**config.mk**
```make
export PLATFORM = sky130hd
export DESIGN_NAME = link_frame_decoder_flat
export DESIGN_NICKNAME = d
export VERILOG_FILES = /design/src/lfd_pkg.sv /design/src/lfd_if.sv /design/src/lfd_out_buf.sv /design/src/link_frame_decoder.sv /design/src/flat_wrapper.sv
export SDC_FILE = /design/constraint.sdc
export NUM_CORES = 1
export LEC_CHECK = 0
export BUFFER_PORTS_ARGS = -buffer_cell sky130_fd_sc_hd__clkbuf_2
export CAP_MARGIN = 30
export CORE_MARGIN = 2
export CORE_UTILIZATION = 60
export CTS_BUF_LIST = sky130_fd_sc_hd__clkbuf_2 sky130_fd_sc_hd__clkbuf_4 sky130_fd_sc_hd__clkbuf_8
export DETAILED_ROUTE_END_ITERATION = 10
export GPL_ROUTABILITY_DRIVEN = 0
export GPL_TIMING_DRIVEN = 0
export PLACE_DENSITY = 0.79
export SETUP_SLACK_MARGIN = 0.5
export SLEW_MARGIN = 15
export SYNTH_ARGS = -nofsm -noshare
export SYNTH_HDL_FRONTEND = slang
export SYNTH_SLANG_ARGS = --single-unit
export TNS_END_PERCENT = 50
```
**constraint.sdc**
```tcl
create_clock -name clk_i -period 9.6 [get_ports clk_i]
set_input_delay 0.48 -clock clk_i [delete_from_list [all_inputs] [get_ports clk_i]]
set_output_delay 0.48 -clock clk_i [all_outputs]
set_load 0.01 [all_outputs]
```
**src/lfd_pkg.sv**
```systemverilog
`default_nettype none

package lfd_pkg;

  localparam int unsigned HeaderBytes = 20;
  localparam int unsigned MaxPayload  = 4096;

  // Byte position within a frame: header plus the largest payload that passes the size check.
  localparam int unsigned PosW = $clog2(HeaderBytes + MaxPayload + 1);

  // Header layout, byte positions.
  localparam int unsigned PosMagicLast = 3;
  localparam int unsigned PosVersion   = 4;
  localparam int unsigned PosHdrLen    = 5;
  localparam int unsigned PosFieldLast = 13;
  localparam int unsigned PosLenLow    = 14;
  localparam int unsigned PosLenHigh   = 15;
  localparam int unsigned PosCrcFirst  = 16;
  localparam int unsigned PosFieldFirst = 6;

  localparam int unsigned ConsumedW = 17;

  localparam logic [31:0] CrcInit = 32'hFFFF_FFFF;
  localparam logic [31:0] CrcPoly = 32'hEDB8_8320;

  localparam logic [15:0] LimitReset = 16'd4096;

  typedef enum logic [2:0] {
    ST_OK          = 3'd0,
    ST_INCOMPLETE  = 3'd1,
    ST_BAD_MAGIC   = 3'd2,
    ST_BAD_VERSION = 3'd3,
    ST_BAD_HDRLEN  = 3'd4,
    ST_TOO_LARGE   = 3'd5,
    ST_BAD_CRC     = 3'd6
  } lfd_status_e;

  typedef enum logic [1:0] {
    CFG_MAGIC   = 2'd0,
    CFG_VERSION = 2'd1,
    CFG_LIMIT   = 2'd2
  } lfd_cfg_reg_e;

  typedef enum logic {
    KIND_PAYLOAD = 1'b0,
    KIND_STATUS  = 1'b1
  } lfd_kind_e;

  typedef struct packed {
    lfd_kind_e             item_kind;
    logic [7:0]            payload_byte;
    lfd_status_e           status;
    logic [7:0]            msg_type;
    logic [7:0]            channel_id;
    logic [15:0]           frame_flags;
    logic [15:0]           seq_number;
    logic [15:0]           ack_number;
    logic [ConsumedW-1:0]  frame_len;
  } lfd_result_t;

  // Reflected CRC-32, one byte per call, eight bit steps unrolled.
  function automatic logic [31:0] crc_byte(input logic [31:0] crc, input logic [7:0] data);
    logic [31:0] c;
    c = crc ^ {24'h00_0000, data};
    for (int k = 0; k < 8; k++) begin
      c = (c >> 1) ^ (CrcPoly & {32{c[0]}});
    end
    return c;
  endfunction

endpackage

`default_nettype wire

```
**src/lfd_if.sv**
```systemverilog
`default_nettype none

interface lfd_in_if;
  logic       valid;
  logic       ready;
  logic [7:0] rx_byte;
  logic       buffer_end;

  modport source (output valid, output rx_byte, output buffer_end, input ready);
  modport sink   (input valid, input rx_byte, input buffer_end, output ready);
endinterface

interface lfd_out_if;
  logic        valid;
  logic        ready;
  logic        item_kind;
  logic [7:0]  payload_byte;
  logic [2:0]  status;
  logic [7:0]  msg_type;
  logic [7:0]  channel_id;
  logic [15:0] frame_flags;
  logic [15:0] seq_number;
  logic [15:0] ack_number;
  logic [16:0] frame_len;

  modport source (output valid, output item_kind, output payload_byte, output status,
                  output msg_type, output channel_id, output frame_flags,
                  output seq_number, output ack_number, output frame_len,
                  input ready);
  modport sink   (input valid, input item_kind, input payload_byte, input status,
                  input msg_type, input channel_id, input frame_flags,
                  input seq_number, input ack_number, input frame_len,
                  output ready);
endinterface

interface lfd_cfg_if;
  logic        valid;
  logic        ready;
  logic [1:0]  reg_index;
  logic [31:0] wdata;

  modport source (output valid, output reg_index, output wdata, input ready);
  modport sink   (input valid, input reg_index, input wdata, output ready);
endinterface

`default_nettype wire

```
**src/lfd_out_buf.sv**
```systemverilog
`default_nettype none

module lfd_out_buf (
  input  wire logic                 clk_i,
  input  wire logic                 rst_ni,
  input  wire logic                 push_i,
  input  wire lfd_pkg::lfd_result_t push_data_i,
  output logic                      full_o,
  output logic                      pop_valid_o,
  output lfd_pkg::lfd_result_t      pop_data_o,
  input  wire logic                 pop_ready_i
);
  import lfd_pkg::*;

  lfd_result_t slot_q [2];
  logic        wr_ptr_q, wr_ptr_d;
  logic        rd_ptr_q, rd_ptr_d;
  logic [1:0]  count_q, count_d;
  logic        pop;

  assign full_o      = (count_q == 2'd2);
  assign pop_valid_o = (count_q != 2'd0);
  assign pop_data_o  = slot_q[rd_ptr_q];
  assign pop         = pop_valid_o && pop_ready_i;

  always_comb begin
    wr_ptr_d = push_i ? ~wr_ptr_q : wr_ptr_q;
    rd_ptr_d = pop ? ~rd_ptr_q : rd_ptr_q;
    count_d  = count_q + {1'b0, push_i} - {1'b0, pop};
  end

  always_ff @(posedge clk_i or negedge rst_ni) begin
    if (!rst_ni) begin
      wr_ptr_q <= 1'b0;
      rd_ptr_q <= 1'b0;
      count_q  <= 2'd0;
    end else begin
      wr_ptr_q <= wr_ptr_d;
      rd_ptr_q <= rd_ptr_d;
      count_q  <= count_d;
    end
  end

  always_ff @(posedge clk_i) begin
    if (push_i) begin
      slot_q[wr_ptr_q] <= push_data_i;
    end
  end

endmodule

`default_nettype wire

```
**src/link_frame_decoder.sv**
```systemverilog
`default_nettype none

// Channel   Dir  Handshake     Word
// in_i      in   valid/ready   rx_byte, buffer_end
// out_o     out  valid/ready   item_kind, payload_byte, status, header fields, frame_len
// cfg_i     in   valid/ready   reg_index, wdata (ready held high)
//
// One byte is taken per cycle. Its parse, CRC update and checks finish in the cycle it is
// taken; a result word lands in a two-word output queue, so a byte is still taken while
// one result waits. in_i.ready drops only while both queue words are held.
// Reset clears the frame position, error and drop state and the queue, presets the CRC to
// all ones and sets the payload limit to 4096; magic and version reset to zero.

module link_frame_decoder (
  input  wire logic clk_i,
  input  wire logic rst_ni,
  lfd_in_if.sink    in_i,
  lfd_out_if.source out_o,
  lfd_cfg_if.sink   cfg_i
);
  import lfd_pkg::*;

  // Configuration registers.
  logic [31:0] magic_q;
  logic [7:0]  version_q;
  logic [15:0] limit_q;

  // Frame state.
  logic [PosW-1:0]  pos_q, pos_d;
  logic [31:0]      crc_q, crc_d;
  lfd_status_e      perr_q, perr_d;
  logic             drop_q, drop_d;
  logic [15:0]      plen_q, plen_d;
  logic [7:0][7:0]  hdr_q, hdr_d;
  logic [3:0][7:0]  rcv_q, rcv_d;
  logic [2:0][7:0]  mag_q, mag_d;

  logic             accept;
  logic             in_hdr;
  logic             start;
  logic [PosW-1:0]  pos_inc;
  logic [31:0]      crc_feed;
  logic             res_valid;
  lfd_result_t      res;
  logic             full;
  logic             head_valid;
  lfd_result_t      head;

  assign accept      = in_i.valid && in_i.ready;
  assign in_i.ready  = !full;
  assign cfg_i.ready = 1'b1;
  assign in_hdr      = (pos_q < PosW'(HeaderBytes));
  assign pos_inc     = pos_q + PosW'(1);
  // Header CRC bytes count as zero in the checksum.
  assign crc_feed    = crc_byte(crc_q,
                                (in_hdr && pos_q >= PosW'(PosCrcFirst)) ? 8'h00 : in_i.rx_byte);

  always_ff @(posedge clk_i or negedge rst_ni) begin
    if (!rst_ni) begin
      magic_q   <= '0;
      version_q <= '0;
      limit_q   <= LimitReset;
    end else if (cfg_i.valid) begin
      unique case (cfg_i.reg_index)
        CFG_MAGIC:   magic_q   <= cfg_i.wdata;
        CFG_VERSION: version_q <= cfg_i.wdata[7:0];
        CFG_LIMIT:   limit_q   <= cfg_i.wdata[15:0];
        default: ;
      endcase
    end
  end

  always_comb begin
    pos_d     = pos_q;
    crc_d     = crc_q;
    perr_d    = perr_q;
    drop_d    = drop_q;
    plen_d    = plen_q;
    hdr_d     = hdr_q;
    rcv_d     = rcv_q;
    mag_d     = mag_q;
    res_valid = 1'b0;
    res       = '0;
    start     = 1'b0;

    if (accept) begin
      if (drop_q) begin
        // Drop everything up to and including the next buffer-end byte.
        if (in_i.buffer_end) begin
          drop_d = 1'b0;
          start  = 1'b1;
        end
      end else if (in_hdr) begin
        crc_d = crc_feed;
        pos_d = pos_inc;
        priority if (pos_q < PosW'(PosMagicLast)) begin
          mag_d[2'(pos_q)] = in_i.rx_byte;
        end else if (pos_q == PosW'(PosMagicLast)) begin
          if ({in_i.rx_byte, mag_q[2], mag_q[1], mag_q[0]} != magic_q && perr_q == ST_OK) begin
            perr_d = ST_BAD_MAGIC;
          end
        end else if (pos_q == PosW'(PosVersion)) begin
          if (in_i.rx_byte != version_q && perr_q == ST_OK) begin
            perr_d = ST_BAD_VERSION;
          end
        end else if (pos_q == PosW'(PosHdrLen)) begin
          if (in_i.rx_byte != 8'(HeaderBytes) && perr_q == ST_OK) begin
            perr_d = ST_BAD_HDRLEN;
          end
        end else if (pos_q <= PosW'(PosFieldLast)) begin
          hdr_d[3'(pos_q - PosW'(PosFieldFirst))] = in_i.rx_byte;
        end else if (pos_q == PosW'(PosLenLow)) begin
          plen_d = {8'h00, in_i.rx_byte};
        end else if (pos_q == PosW'(PosLenHigh)) begin
          plen_d = {in_i.rx_byte, plen_q[7:0]};
          if ((plen_d > limit_q || plen_d > 16'(MaxPayload)) && perr_q == ST_OK) begin
            perr_d = ST_TOO_LARGE;
          end
        end else begin
          rcv_d[2'(pos_q - PosW'(PosCrcFirst))] = in_i.rx_byte;
        end

        priority if (pos_q != PosW'(HeaderBytes - 1)) begin
          // Header cut short: faults wait until all header bytes are in.
          if (in_i.buffer_end) begin
            res_valid      = 1'b1;
            res.item_kind  = KIND_STATUS;
            res.status     = ST_INCOMPLETE;
            start          = 1'b1;
          end
        end else if (perr_d != ST_OK) begin
          res_valid     = 1'b1;
          res.item_kind = KIND_STATUS;
          res.status    = perr_d;
          drop_d        = !in_i.buffer_end;
          start         = 1'b1;
        end else if (plen_q == 16'h0000) begin
          // Empty payload: the frame closes on the last header byte.
          res_valid     = 1'b1;
          res.item_kind = KIND_STATUS;
          res.status    = (~crc_d == rcv_d) ? ST_OK : ST_BAD_CRC;
          drop_d        = (res.status != ST_OK) && !in_i.buffer_end;
          start         = 1'b1;
        end else if (in_i.buffer_end) begin
          res_valid     = 1'b1;
          res.item_kind = KIND_STATUS;
          res.status    = ST_INCOMPLETE;
          start         = 1'b1;
        end
      end else begin
        crc_d     = crc_feed;
        pos_d     = pos_inc;
        res_valid = 1'b1;
        priority if ({{(ConsumedW - PosW){1'b0}}, pos_inc} >=
                     ConsumedW'(HeaderBytes) + {1'b0, plen_q}) begin
          // Last payload byte rides on the status word.
          res.item_kind    = KIND_STATUS;
          res.payload_byte = in_i.rx_byte;
          res.status       = (~crc_d == rcv_q) ? ST_OK : ST_BAD_CRC;
          drop_d           = (res.status != ST_OK) && !in_i.buffer_end;
          start            = 1'b1;
        end else if (in_i.buffer_end) begin
          res.item_kind = KIND_STATUS;
          res.status    = ST_INCOMPLETE;
          start         = 1'b1;
        end else begin
          res.item_kind    = KIND_PAYLOAD;
          res.payload_byte = in_i.rx_byte;
        end
      end

      // Header fields and length travel only with a good frame.
      if (res_valid && res.item_kind == KIND_STATUS && res.status == ST_OK) begin
        res.msg_type    = hdr_q[0];
        res.channel_id  = hdr_q[1];
        res.frame_flags = {hdr_q[3], hdr_q[2]};
        res.seq_number  = {hdr_q[5], hdr_q[4]};
        res.ack_number  = {hdr_q[7], hdr_q[6]};
        res.frame_len   = {{(ConsumedW - PosW){1'b0}}, pos_inc};
      end

      if (start) begin
        pos_d  = '0;
        crc_d  = CrcInit;
        perr_d = ST_OK;
      end
    end
  end

  always_ff @(posedge clk_i or negedge rst_ni) begin
    if (!rst_ni) begin
      pos_q  <= '0;
      crc_q  <= CrcInit;
      perr_q <= ST_OK;
      drop_q <= 1'b0;
    end else begin
      pos_q  <= pos_d;
      crc_q  <= crc_d;
      perr_q <= perr_d;
      drop_q <= drop_d;
    end
  end

  // Header payload registers: every byte is rewritten before it is read.
  always_ff @(posedge clk_i) begin
    plen_q <= plen_d;
    hdr_q  <= hdr_d;
    rcv_q  <= rcv_d;
    mag_q  <= mag_d;
  end

  lfd_out_buf u_out_buf (
    .clk_i       (clk_i),
    .rst_ni      (rst_ni),
    .push_i      (res_valid),
    .push_data_i (res),
    .full_o      (full),
    .pop_valid_o (head_valid),
    .pop_data_o  (head),
    .pop_ready_i (out_o.ready)
  );

  assign out_o.valid        = head_valid;
  assign out_o.item_kind    = head.item_kind;
  assign out_o.payload_byte = head.payload_byte;
  assign out_o.status       = head.status;
  assign out_o.msg_type     = head.msg_type;
  assign out_o.channel_id   = head.channel_id;
  assign out_o.frame_flags  = head.frame_flags;
  assign out_o.seq_number   = head.seq_number;
  assign out_o.ack_number   = head.ack_number;
  assign out_o.frame_len    = head.frame_len;

endmodule

`default_nettype wire
```
**src/flat_wrapper.sv**
```systemverilog
// flat-port wrapper written by rule: the top's interface ports become plain ports
module link_frame_decoder_flat import lfd_pkg::*;
  (clk_i, rst_ni, in_i_valid, in_i_rx_byte, in_i_buffer_end, in_i_ready, out_o_valid, out_o_item_kind, out_o_payload_byte, out_o_status, out_o_msg_type, out_o_channel_id, out_o_frame_flags, out_o_seq_number, out_o_ack_number, out_o_frame_len, out_o_ready, cfg_i_valid, cfg_i_reg_index, cfg_i_wdata, cfg_i_ready);
  lfd_in_if in_i_i ();
  lfd_out_if out_o_i ();
  lfd_cfg_if cfg_i_i ();
  input  wire logic clk_i;
  input  wire logic rst_ni;
  input wire logic [$bits(in_i_i.valid)-1:0] in_i_valid;
  input wire logic [$bits(in_i_i.rx_byte)-1:0] in_i_rx_byte;
  input wire logic [$bits(in_i_i.buffer_end)-1:0] in_i_buffer_end;
  output wire logic [$bits(in_i_i.ready)-1:0] in_i_ready;
  output wire logic [$bits(out_o_i.valid)-1:0] out_o_valid;
  output wire logic [$bits(out_o_i.item_kind)-1:0] out_o_item_kind;
  output wire logic [$bits(out_o_i.payload_byte)-1:0] out_o_payload_byte;
  output wire logic [$bits(out_o_i.status)-1:0] out_o_status;
  output wire logic [$bits(out_o_i.msg_type)-1:0] out_o_msg_type;
  output wire logic [$bits(out_o_i.channel_id)-1:0] out_o_channel_id;
  output wire logic [$bits(out_o_i.frame_flags)-1:0] out_o_frame_flags;
  output wire logic [$bits(out_o_i.seq_number)-1:0] out_o_seq_number;
  output wire logic [$bits(out_o_i.ack_number)-1:0] out_o_ack_number;
  output wire logic [$bits(out_o_i.frame_len)-1:0] out_o_frame_len;
  input wire logic [$bits(out_o_i.ready)-1:0] out_o_ready;
  input wire logic [$bits(cfg_i_i.valid)-1:0] cfg_i_valid;
  input wire logic [$bits(cfg_i_i.reg_index)-1:0] cfg_i_reg_index;
  input wire logic [$bits(cfg_i_i.wdata)-1:0] cfg_i_wdata;
  output wire logic [$bits(cfg_i_i.ready)-1:0] cfg_i_ready;
  assign in_i_i.valid = in_i_valid;
  assign in_i_i.rx_byte = in_i_rx_byte;
  assign in_i_i.buffer_end = in_i_buffer_end;
  assign in_i_ready = in_i_i.ready;
  assign out_o_valid = out_o_i.valid;
  assign out_o_item_kind = out_o_i.item_kind;
  assign out_o_payload_byte = out_o_i.payload_byte;
  assign out_o_status = out_o_i.status;
  assign out_o_msg_type = out_o_i.msg_type;
  assign out_o_channel_id = out_o_i.channel_id;
  assign out_o_frame_flags = out_o_i.frame_flags;
  assign out_o_seq_number = out_o_i.seq_number;
  assign out_o_ack_number = out_o_i.ack_number;
  assign out_o_frame_len = out_o_i.frame_len;
  assign out_o_i.ready = out_o_ready;
  assign cfg_i_i.valid = cfg_i_valid;
  assign cfg_i_i.reg_index = cfg_i_reg_index;
  assign cfg_i_i.wdata = cfg_i_wdata;
  assign cfg_i_ready = cfg_i_i.ready;
  link_frame_decoder u_core (.clk_i(clk_i), .rst_ni(rst_ni), .in_i(in_i_i), .out_o(out_o_i), .cfg_i(cfg_i_i));
endmodule
```
==> metrics.md, run 1 <==
| Metric | Value |
|---|---|
| Switching share of total power | 35.30% |
| Run status | finished, final reports clean |
| H-Tree Depth | 3 |
| Startpoint types | flop |
| Post-synthesis simple-gate area fraction | 6.992% |
| Iteration-0 DRC Markers | 1,450 |
| Slew HR | approximately 34% |
| FP Rows | 69 |
| Main combinational cell family by area after synthesis | XOR/XNOR gates |
| Clock skew | 0.02537 ns |
| Adder-cell share of the synthesized area | around 2.1% |
| Critical path endpoint category | flop |
| Switch Pwr | 2.448 mW |
| # port buffers | roughly 140 |
| Postcts setup bufs | 0 |
| Final setup vio count | 0 |
| Clk buf depth | 3 |
| Yosys warns | 0 |
| CTS tree | done |
| Clock latency at the later pin of the worst-skew pair | 0.62 ns |
| Gr usage total | 28.37% |
| Logic gate share of total power | 41.7% |
| Clock root buffer | clkbuf_8 |
| Synth Area in Compound Gates | 9.506% |
| I/O pins | 144 |
| Sequential share of power | between 30% and 40% |
| GRT met2 Usage | 46.76% |
| Drt via density | 6.078 |
| Critical path class | reg -> reg |
| First-pass GRT wire length | 81,710 um |
| Top cell type's share of synthesized area | around 44% |
| Clk pwr share | 22.7% |
| HPWL after DPL | 37,080 um |
| Critical path arrival | 6.70 ns |
| Gate Count Post-Synth | ~1,600 |
| Vias in the first global route | 14,323 |
| Post-synth EDFFs | 314 |
| Pwr Density | 282.2 nW/um^2 |
| RSZ-0062 raised after global routing | false |
| DRT Wirelength | about 54,000 um |
| Drt first pass iters | 6 |
| CP max FO | 10 |
| Final min period | ~6.4 ns |
| Worst Hold Class | in -> reg |
| Initial Util | 60.87% |
| Met3 global-route usage | between 5 and 6% |
| Total Neg Setup Slack | 0 ns |
| Number of max-cap violations | 0 |
| Total CTS buffers | 71 |
| Ant. Diodes | 0 |
| Gr busiest metal | met2 |
| Nets | 1,899 |
| Core Region | roughly 35,000 um^2 |
| CTS Sinks | between 400 and 500 |
| Most used DFF post-synth | edfxtp_1 |
| Design internal power | 4.487 mW |
| Async SR Flop Fraction | 25.77% |
| Syn avg cell area | 13.70 um^2 |
| Share of cells above drive strength 1 | 29.50% |
| Setup WS pre-CTS | ~3.3 ns |
| Worst-Margin Slew | a little under 1 ns |
| Tcrit/Tclk final | 66.78% |
| Post-cts sizing count | 0 |
| Chip Height | 193.7 um |
| Syn-to-layout area delta | 13.78% |
| Post-Synth XOR/XNOR Area | approximately an eighth |
| CP Data Required Time | around 9.9 ns |
| Final Max Tran Viols | 0 |
| Synthesized area | between 20,000 and 25,000 um^2 |
| FMAX | 156.0 MHz |
| PnR worst setup slack | 3.189 ns |
| Mux contribution to synthesized area | a little under a tenth |
| Initial antenna violation count | 1 |
| Yosys reg bits | 423 |
| Clock slew at reported path FFs | approximately 0.06 ns |
| Area leader, netlist | edfxtp_1 |
| Post-synthesis sequential area ratio | 56.48% |
| # hold bufs at CTS | 1 |
| DIE AREA | roughly 38,000 um^2 |
| Die X | 193.7 um |
| # DRC | 0 |
| ANT nets after route | 0 |
| Hold Fails Final Rpt | 0 |
| Drt wl/cell | around 23 um |
| Count of different cell masters after synthesis | 81 |
| Aggregate global routing overflow | 0 |
| Met1 GRT Util | 37.59% |
| Largest net degree at the start of global routing | 94 |
| Synth area leaders | edfxtp_1, mux2_2, dfrtp_1, dfstp_2, xnor3_1 |
| Leak | 9.703 nW |
| Vias | 14,174 |
| Worst VDD drop | 0.0001997 V |
-- registers in the layout, indices dropped and copies added (netlist names) --
register	flops
u_core.crc_q	32
u_core.u_out_buf.rd_ptr_q	1
u_core.magic_q	32
u_core.mag_q	24
u_core.rcv_q	32
u_core.limit_q	16
u_core.u_out_buf.slot_q	178
u_core.u_out_buf.wr_ptr_q	1
u_core.perr_q	3
u_core.pos_q	13
u_core.plen_q	16
u_core.hdr_q	64
u_core.u_out_buf.count_q	2
u_core.drop_q	1
u_core.version_q	8
-- synth_stat cells, types with 5 or more instances --
cell type,n
edfxtp_1,314
nand4_1,16
o22a_1,5
a21oi_1,37
a21o_1,10
clkbuf_1,61
xnor3_1,36
or2_2,5
nor3_1,12
a2111oi_2,20
and2_1,25
ha_1,37
xnor2_1,84
nor2_1,68
or3_1,5
buf_4,7
a211oi_1,17
buf_2,17
dfrtp_1,76
and3_1,13
xor3_1,7
a31oi_1,6
a2111oi_0,50
mux2i_1,8
nor4_1,26
o2111ai_1,6
a22o_1,8
xor2_1,76
o211ai_1,6
nand3_1,21
o21a_1,5
inv_1,111
nor3b_1,8
nor2b_1,9
dfstp_2,33
mux2_2,170
o21ai_0,15
nand2_1,45
a2bb2oi_1,5
nand2b_1,8
o31a_1,8
-- per-layer routing --
metal | vias to the layer above | wire length (um)
li1 | 6378 | -
met1 | 7025 | 21660
met2 | 637 | 25910
met3 | 134 | 4035
met4 | 0 | 1922
met5 | - | 0
-- logic make-up after synthesis --
| logic type | count (synthesis) |
|---|---|
| compound gates | 242 |
| simple gates | 284 |
| mux | 178 |
| xor+xnor | 211 |
| buf+inv | 200 |
| flops | 423 |
| other cells | 2 |
| fa+ha+maj | 37 |
-- critical path, stage by stage (launching register included) --
cell and delay [ns]:
dfrtp_1 0.46, or4_1 0.62, buf_2 0.27, o31a_1 0.41
xnor2_4 0.21, xnor2_2 0.70, xnor3_1 0.60, nor3_1 0.24
o2111ai_1 0.21, o41ai_1 0.61, nand3_1 0.52, clkbuf_1 0.34
a2111oi_0 0.88
-- through the flow --
step           area [um^2]  util, %  hold slack [ns]  power [mW]  std cells
5_1_grt              24570    69.26          0.08485       7.245       2332
3_5_place_dp         23140    65.21           0.3627       5.345       2195
4_1_cts              24540    69.17          0.06297       6.928       2326
3_3_place_gp         22880    64.47           0.4794       5.268       2179
2_1_floorplan        21610        -           0.1844       4.556       1580
6_report             24570    69.26           0.1015       6.935       2332
-- layout by cell type, fill, tap and decap left out, types with 7 or more instances in the layout --
cell,n
mux2i_1,8
nand3_1,21
a22o_1,8
a21o_1,10
nor2_1,65
nor3b_1,7
ha_1,37
dfrtp_1,76
buf_2,20
nand2b_1,8
nand4_1,16
xor2_1,76
a21oi_1,37
nor2b_1,9
buf_4,10
nor3_1,12
nor4_1,25
clkbuf_4,19
clkbuf_1,61
clkinv_1,15
clkbuf_2,142
xnor3_1,36
dfstp_2,33
clkbuf_8,80
xnor2_1,84
o31a_1,8
clkinv_2,13
mux2_2,170
inv_1,111
xor3_1,7
a211oi_1,17
o21ai_0,15
a2111oi_2,20
and3_1,13
edfxtp_1,314
nand2_1,45
and2_1,25
a2111oi_0,50
-- layout make-up --
cell class | count | area [um^2]
Multi-Input combinational cell | 957 | 8625
Inverter | 111 | 416.7
Fill cell | 2477 | 10910
Clock buffer | 97 | 1222
Tap cell | 461 | 576.8
Sequential cell | 423 | 12200
Buffer | 89 | 404.1
Clock inverter | 33 | 170.2
Timing Repair Buffer | 161 | 962.2
-- worst paths after layout --
path	end	from	depth (start not counted)	slack, ns
hold / removal	u_core.magic_q[30]	cfg_i_wdata[30]	2	0.10
max in group asynchronous	u_core.crc_q[21]	rst_ni	3	8.55
setup / recovery	u_core.u_out_buf.slot_q[0][31]	u_core.pos_q[6]	12	3.19
setup reg to reg	u_core.u_out_buf.slot_q[0][31]	u_core.pos_q[6]	12	3.19
min in group asynchronous	u_core.u_out_buf.wr_ptr_q	rst_ni	2	0.29
hold reg to reg	u_core.u_out_buf.count_q[1]	u_core.u_out_buf.count_q[1]	1	0.50
-- power groups by stage --
stage	clock, mW	sequential [mW]	combinational, mW
floorplan	0	2.47	2.09
global placement	0	2.51	2.76
detailed placement	0	2.50	2.84
CTS	1.60	2.47	2.86
global route	1.68	2.50	3.07
finish	1.57	2.47	2.89
Power figures use the tool's default switching activity.
==> run 2, diff against run 1 <==
==> constraint.sdc (replaced) <==
create_clock -name clk_i -period 6.2 [get_ports clk_i]
set_input_delay 0.31 -clock clk_i [delete_from_list [all_inputs] [get_ports clk_i]]
set_output_delay 0.31 -clock clk_i [all_outputs]
set_load 0.01 [all_outputs]
==> metrics.md, run 2 (synthesized netlist as in run 1, its figures left out) <==
| Metric | Value |
|---|---|
| Run status | finished, final reports clean (unchanged) |
| Worst setup path endpoint | u_core.u_out_buf.slot_q[1][39] (was u_core.u_out_buf.slot_q[0][31]) |
| Chip Height | 193.7 um (unchanged) |
| Highest cell delay on the worst timing path | 0.70 ns (was 0.88 ns) |
| Syn-to-layout area delta | 16.23% (was 13.78%) |
| CTS tree | done (unchanged) |
| Nets | 1,934 (was 1,899) |
| Worst reg-to-reg setup slack | 0.54 ns (was 3.19 ns) |
| Tcrit/Tclk final | 91.25% (was 66.78%) |
| Largest net degree at the start of global routing | 94 (unchanged) |
| CP Cell Sequence | or4_1 > buf_2 > o311a_1 > o211ai_1 > and2_1 > buf_2 > xnor3_1 > or3_1 > and2_1 > o41ai_2 > nand3_2 > buf_4 > clkbuf_1 > a2111oi_0 (was or4_1 > buf_2 > o31a_1 > xnor2_4 > xnor2_2 > xnor3_1 > nor3_1 > o2111ai_1 > o41ai_1 > nand3_1 > clkbuf_1 > a2111oi_0) |
| Clk pwr share | 22.6% (was 22.7%) |
| CTS Sinks | 423 (unchanged) |
| DP Area | 23,140 um^2 (unchanged) |
| Final min period | 5.658 ns (was 6.411 ns) |
| Power, Total | 10.83 mW (was 6.935 mW) |
| DRT Wirelength | 54,060 um (was 53,520 um) |
| Clock latency at the later pin of the worst-skew pair | 0.63 ns (was 0.62 ns) |
| Pwr Density | 431.5 nW/um^2 (was 282.2 nW/um^2) |
| HPWL after DPL | 37,080 um (unchanged) |
| Slew HR | 31.03% (was 34.45%) |
| I/O pins | 144 (unchanged) |
| FMAX | 176.7 MHz (was 156.0 MHz) |
| Initial antenna violation count | 1 (unchanged) |
| R2R Path Start | u_core.pos_q[6] (unchanged) |
| Drt wl/cell | 22.84 um (was 22.95 um) |
| DIE AREA | 37,530 um^2 (unchanged) |
| R2R cell count | 14 (was 12) |
| Clock skew | 0.02861 ns (was 0.02537 ns) |
| # DRC | 0 (unchanged) |
| Largest register FFs | 178 (unchanged) |
| Design internal power | 6.996 mW (was 4.487 mW) |
| Clock slew at reported path FFs | 0.06 ns (about the same) |
| # port buffers | 138 (unchanged) |
| CP Data Required Time | 6.53 ns (was 9.89 ns) |
| Leak | 9.896 nW (was 9.703 nW) |
| Hold Fails Final Rpt | 0 (unchanged) |
| Initial Util | 60.87% (unchanged) |
| Clk buf depth | 3 (unchanged) |
| Vias | 14,374 (was 14,174) |
| Core Region | 35,480 um^2 (unchanged) |
| First-pass GRT wire length | 82,550 um (was 81,710 um) |
| Drt via density | 6.073 (was 6.078) |
| Worst VDD drop | 0.0003184 V (was 0.0001997 V) |
| Critical path class | reg -> reg (unchanged) |
| Vias in the first global route | 14,483 (was 14,323) |
| Die X | 193.7 um (unchanged) |
| H-Tree Depth | 3 (unchanged) |
| Final setup vio count | 0 (unchanged) |
| Reg2reg end | u_core.u_out_buf.slot_q[1][39] (was u_core.u_out_buf.slot_q[0][31]) |
| Sequential share of power | 35.3% (was 35.6%) |
| FP Rows | 69 (unchanged) |
| Top flop regs | u_core.u_out_buf.slot_q x178, u_core.hdr_q x64 (unchanged) |
| Ant. Diodes | 0 (unchanged) |
| Largest Register | u_core.u_out_buf.slot_q (unchanged) |
| PnR worst setup slack | 0.5423 ns (was 3.189 ns) |
| Critical path arrival | 5.98 ns (was 6.70 ns) |
| CP max FO | 10 (unchanged) |
| Switching share of total power | 35.42% (was 35.30%) |
| Setup WS pre-CTS | 0.02645 ns (was 3.256 ns) |
| Critical path endpoint category | flop (unchanged) |
| Worst-Margin Slew | 1.025 ns (was 0.9742 ns) |
| ANT nets after route | 0 (unchanged) |
| Fin util | 70.75% (was 69.26%) |
| Total Neg Setup Slack | 0 ns (unchanged) |
| Worst path slowest cell | a2111oi_0 (unchanged) |
| Most common cell after layout, fill and taps aside | edfxtp_1 (unchanged) |
| Iteration-0 DRC Markers | 1,519 (was 1,450) |
| RSZ-0062 raised after global routing | false (unchanged) |
| Switch Pwr | 3.837 mW (was 2.448 mW) |
| Number of max-cap violations | 0 (unchanged) |
| Drt first pass iters | 6 (unchanged) |
| Fill cells | 2,410 (was 2,477) |
| Setup crit start | u_core.pos_q[6] (unchanged) |
| Aggregate global routing overflow | 0 (unchanged) |
| Hold slack final | 0.03622 ns (was 0.1015 ns) |
| Fin cells | 2,367 (was 2,332) |
| Share of cells above drive strength 1 | 30.06% (was 29.50%) |
| DP Cell Count | 2,195 (unchanged) |
| Finished Cell Area | 25,100 um^2 (was 24,570 um^2) |
| Most frequent cells in the layout | edfxtp_1, mux2_2, clkbuf_2 (unchanged) |
| Startpoint types | flop (unchanged) |
| Total CTS buffers | 71 (unchanged) |
| Logic gate share of total power | 42.1% (was 41.7%) |
| Worst Hold Class | in -> reg (unchanged) |
| Gr usage total | 28.61% (was 28.37%) |
| Final Max Tran Viols | 0 (unchanged) |
| Clock root buffer | clkbuf_8 (unchanged) |
run 2: worst min-delay path by stage:
stage	start	endpoint	slack, ns	cells after the start
floorplan	rst_ni	u_core.drop_q	0.01	0
global placement	u_core.u_out_buf.count_q[1]	u_core.u_out_buf.count_q[1]	0.48	1
detailed placement	rst_ni	u_core.drop_q	0.19	1
CTS	out_o_ready	u_core.u_out_buf.rd_ptr_q	0.02	3
global route	out_o_ready	u_core.u_out_buf.rd_ptr_q	0.05	3
finish	out_o_ready	u_core.u_out_buf.rd_ptr_q	0.04	3
run 2: cell type report:
type / count / area [um^2] / share of cell area (%)
multi-input combinational: 957 / 8795 / 35.03
buffer: 89 / 415.4 / 1.655
sequential: 423 / 12200 / 48.59
inverter: 111 / 416.7 / 1.660
clock inverter: 33 / 170.2 / 0.6778
timing repair buffer: 196 / 1310 / 5.218
clock buffer: 97 / 1222 / 4.869
tap: 461 / 576.8 / 2.298
run 2: per-layer routing:
layer  part of all wire (%)  track usage, %
met1                     40           37.79
met2                     49           47.65
met5                      0               0
met4                    3.7           11.11
met3                    7.3           4.905
run 2: critical path, delay by kind of cell, from the launching register on:
kind	cells	cell delay [ns]
xor gates and xnor gates	1	0.44
AOI/OAI and AO/OA	4	2.05
DFF	1	0.48
and+or+nand+nor	5	1.48
buffers and inverters	4	0.89
run 2: power groups by stage:
stage	clock, mW	combinational, mW	sequential, mW
after global routing	2.59	4.85	3.87
after CTS	2.47	4.47	3.82
after detailed placement	0	4.40	3.87
after global placement	0	4.27	3.89
final	2.45	4.56	3.83
after floorplan	0	3.23	3.82
run 2: repair_timing:
action                                  4_1_cts  5_1_grt
setup buffers                                 0        5
pin swaps                                     0        1
endpoints found under the setup margin      154      156
hold buffers                                 33        0
resized for setup                            14       35
endpoints found under the hold margin       136        0
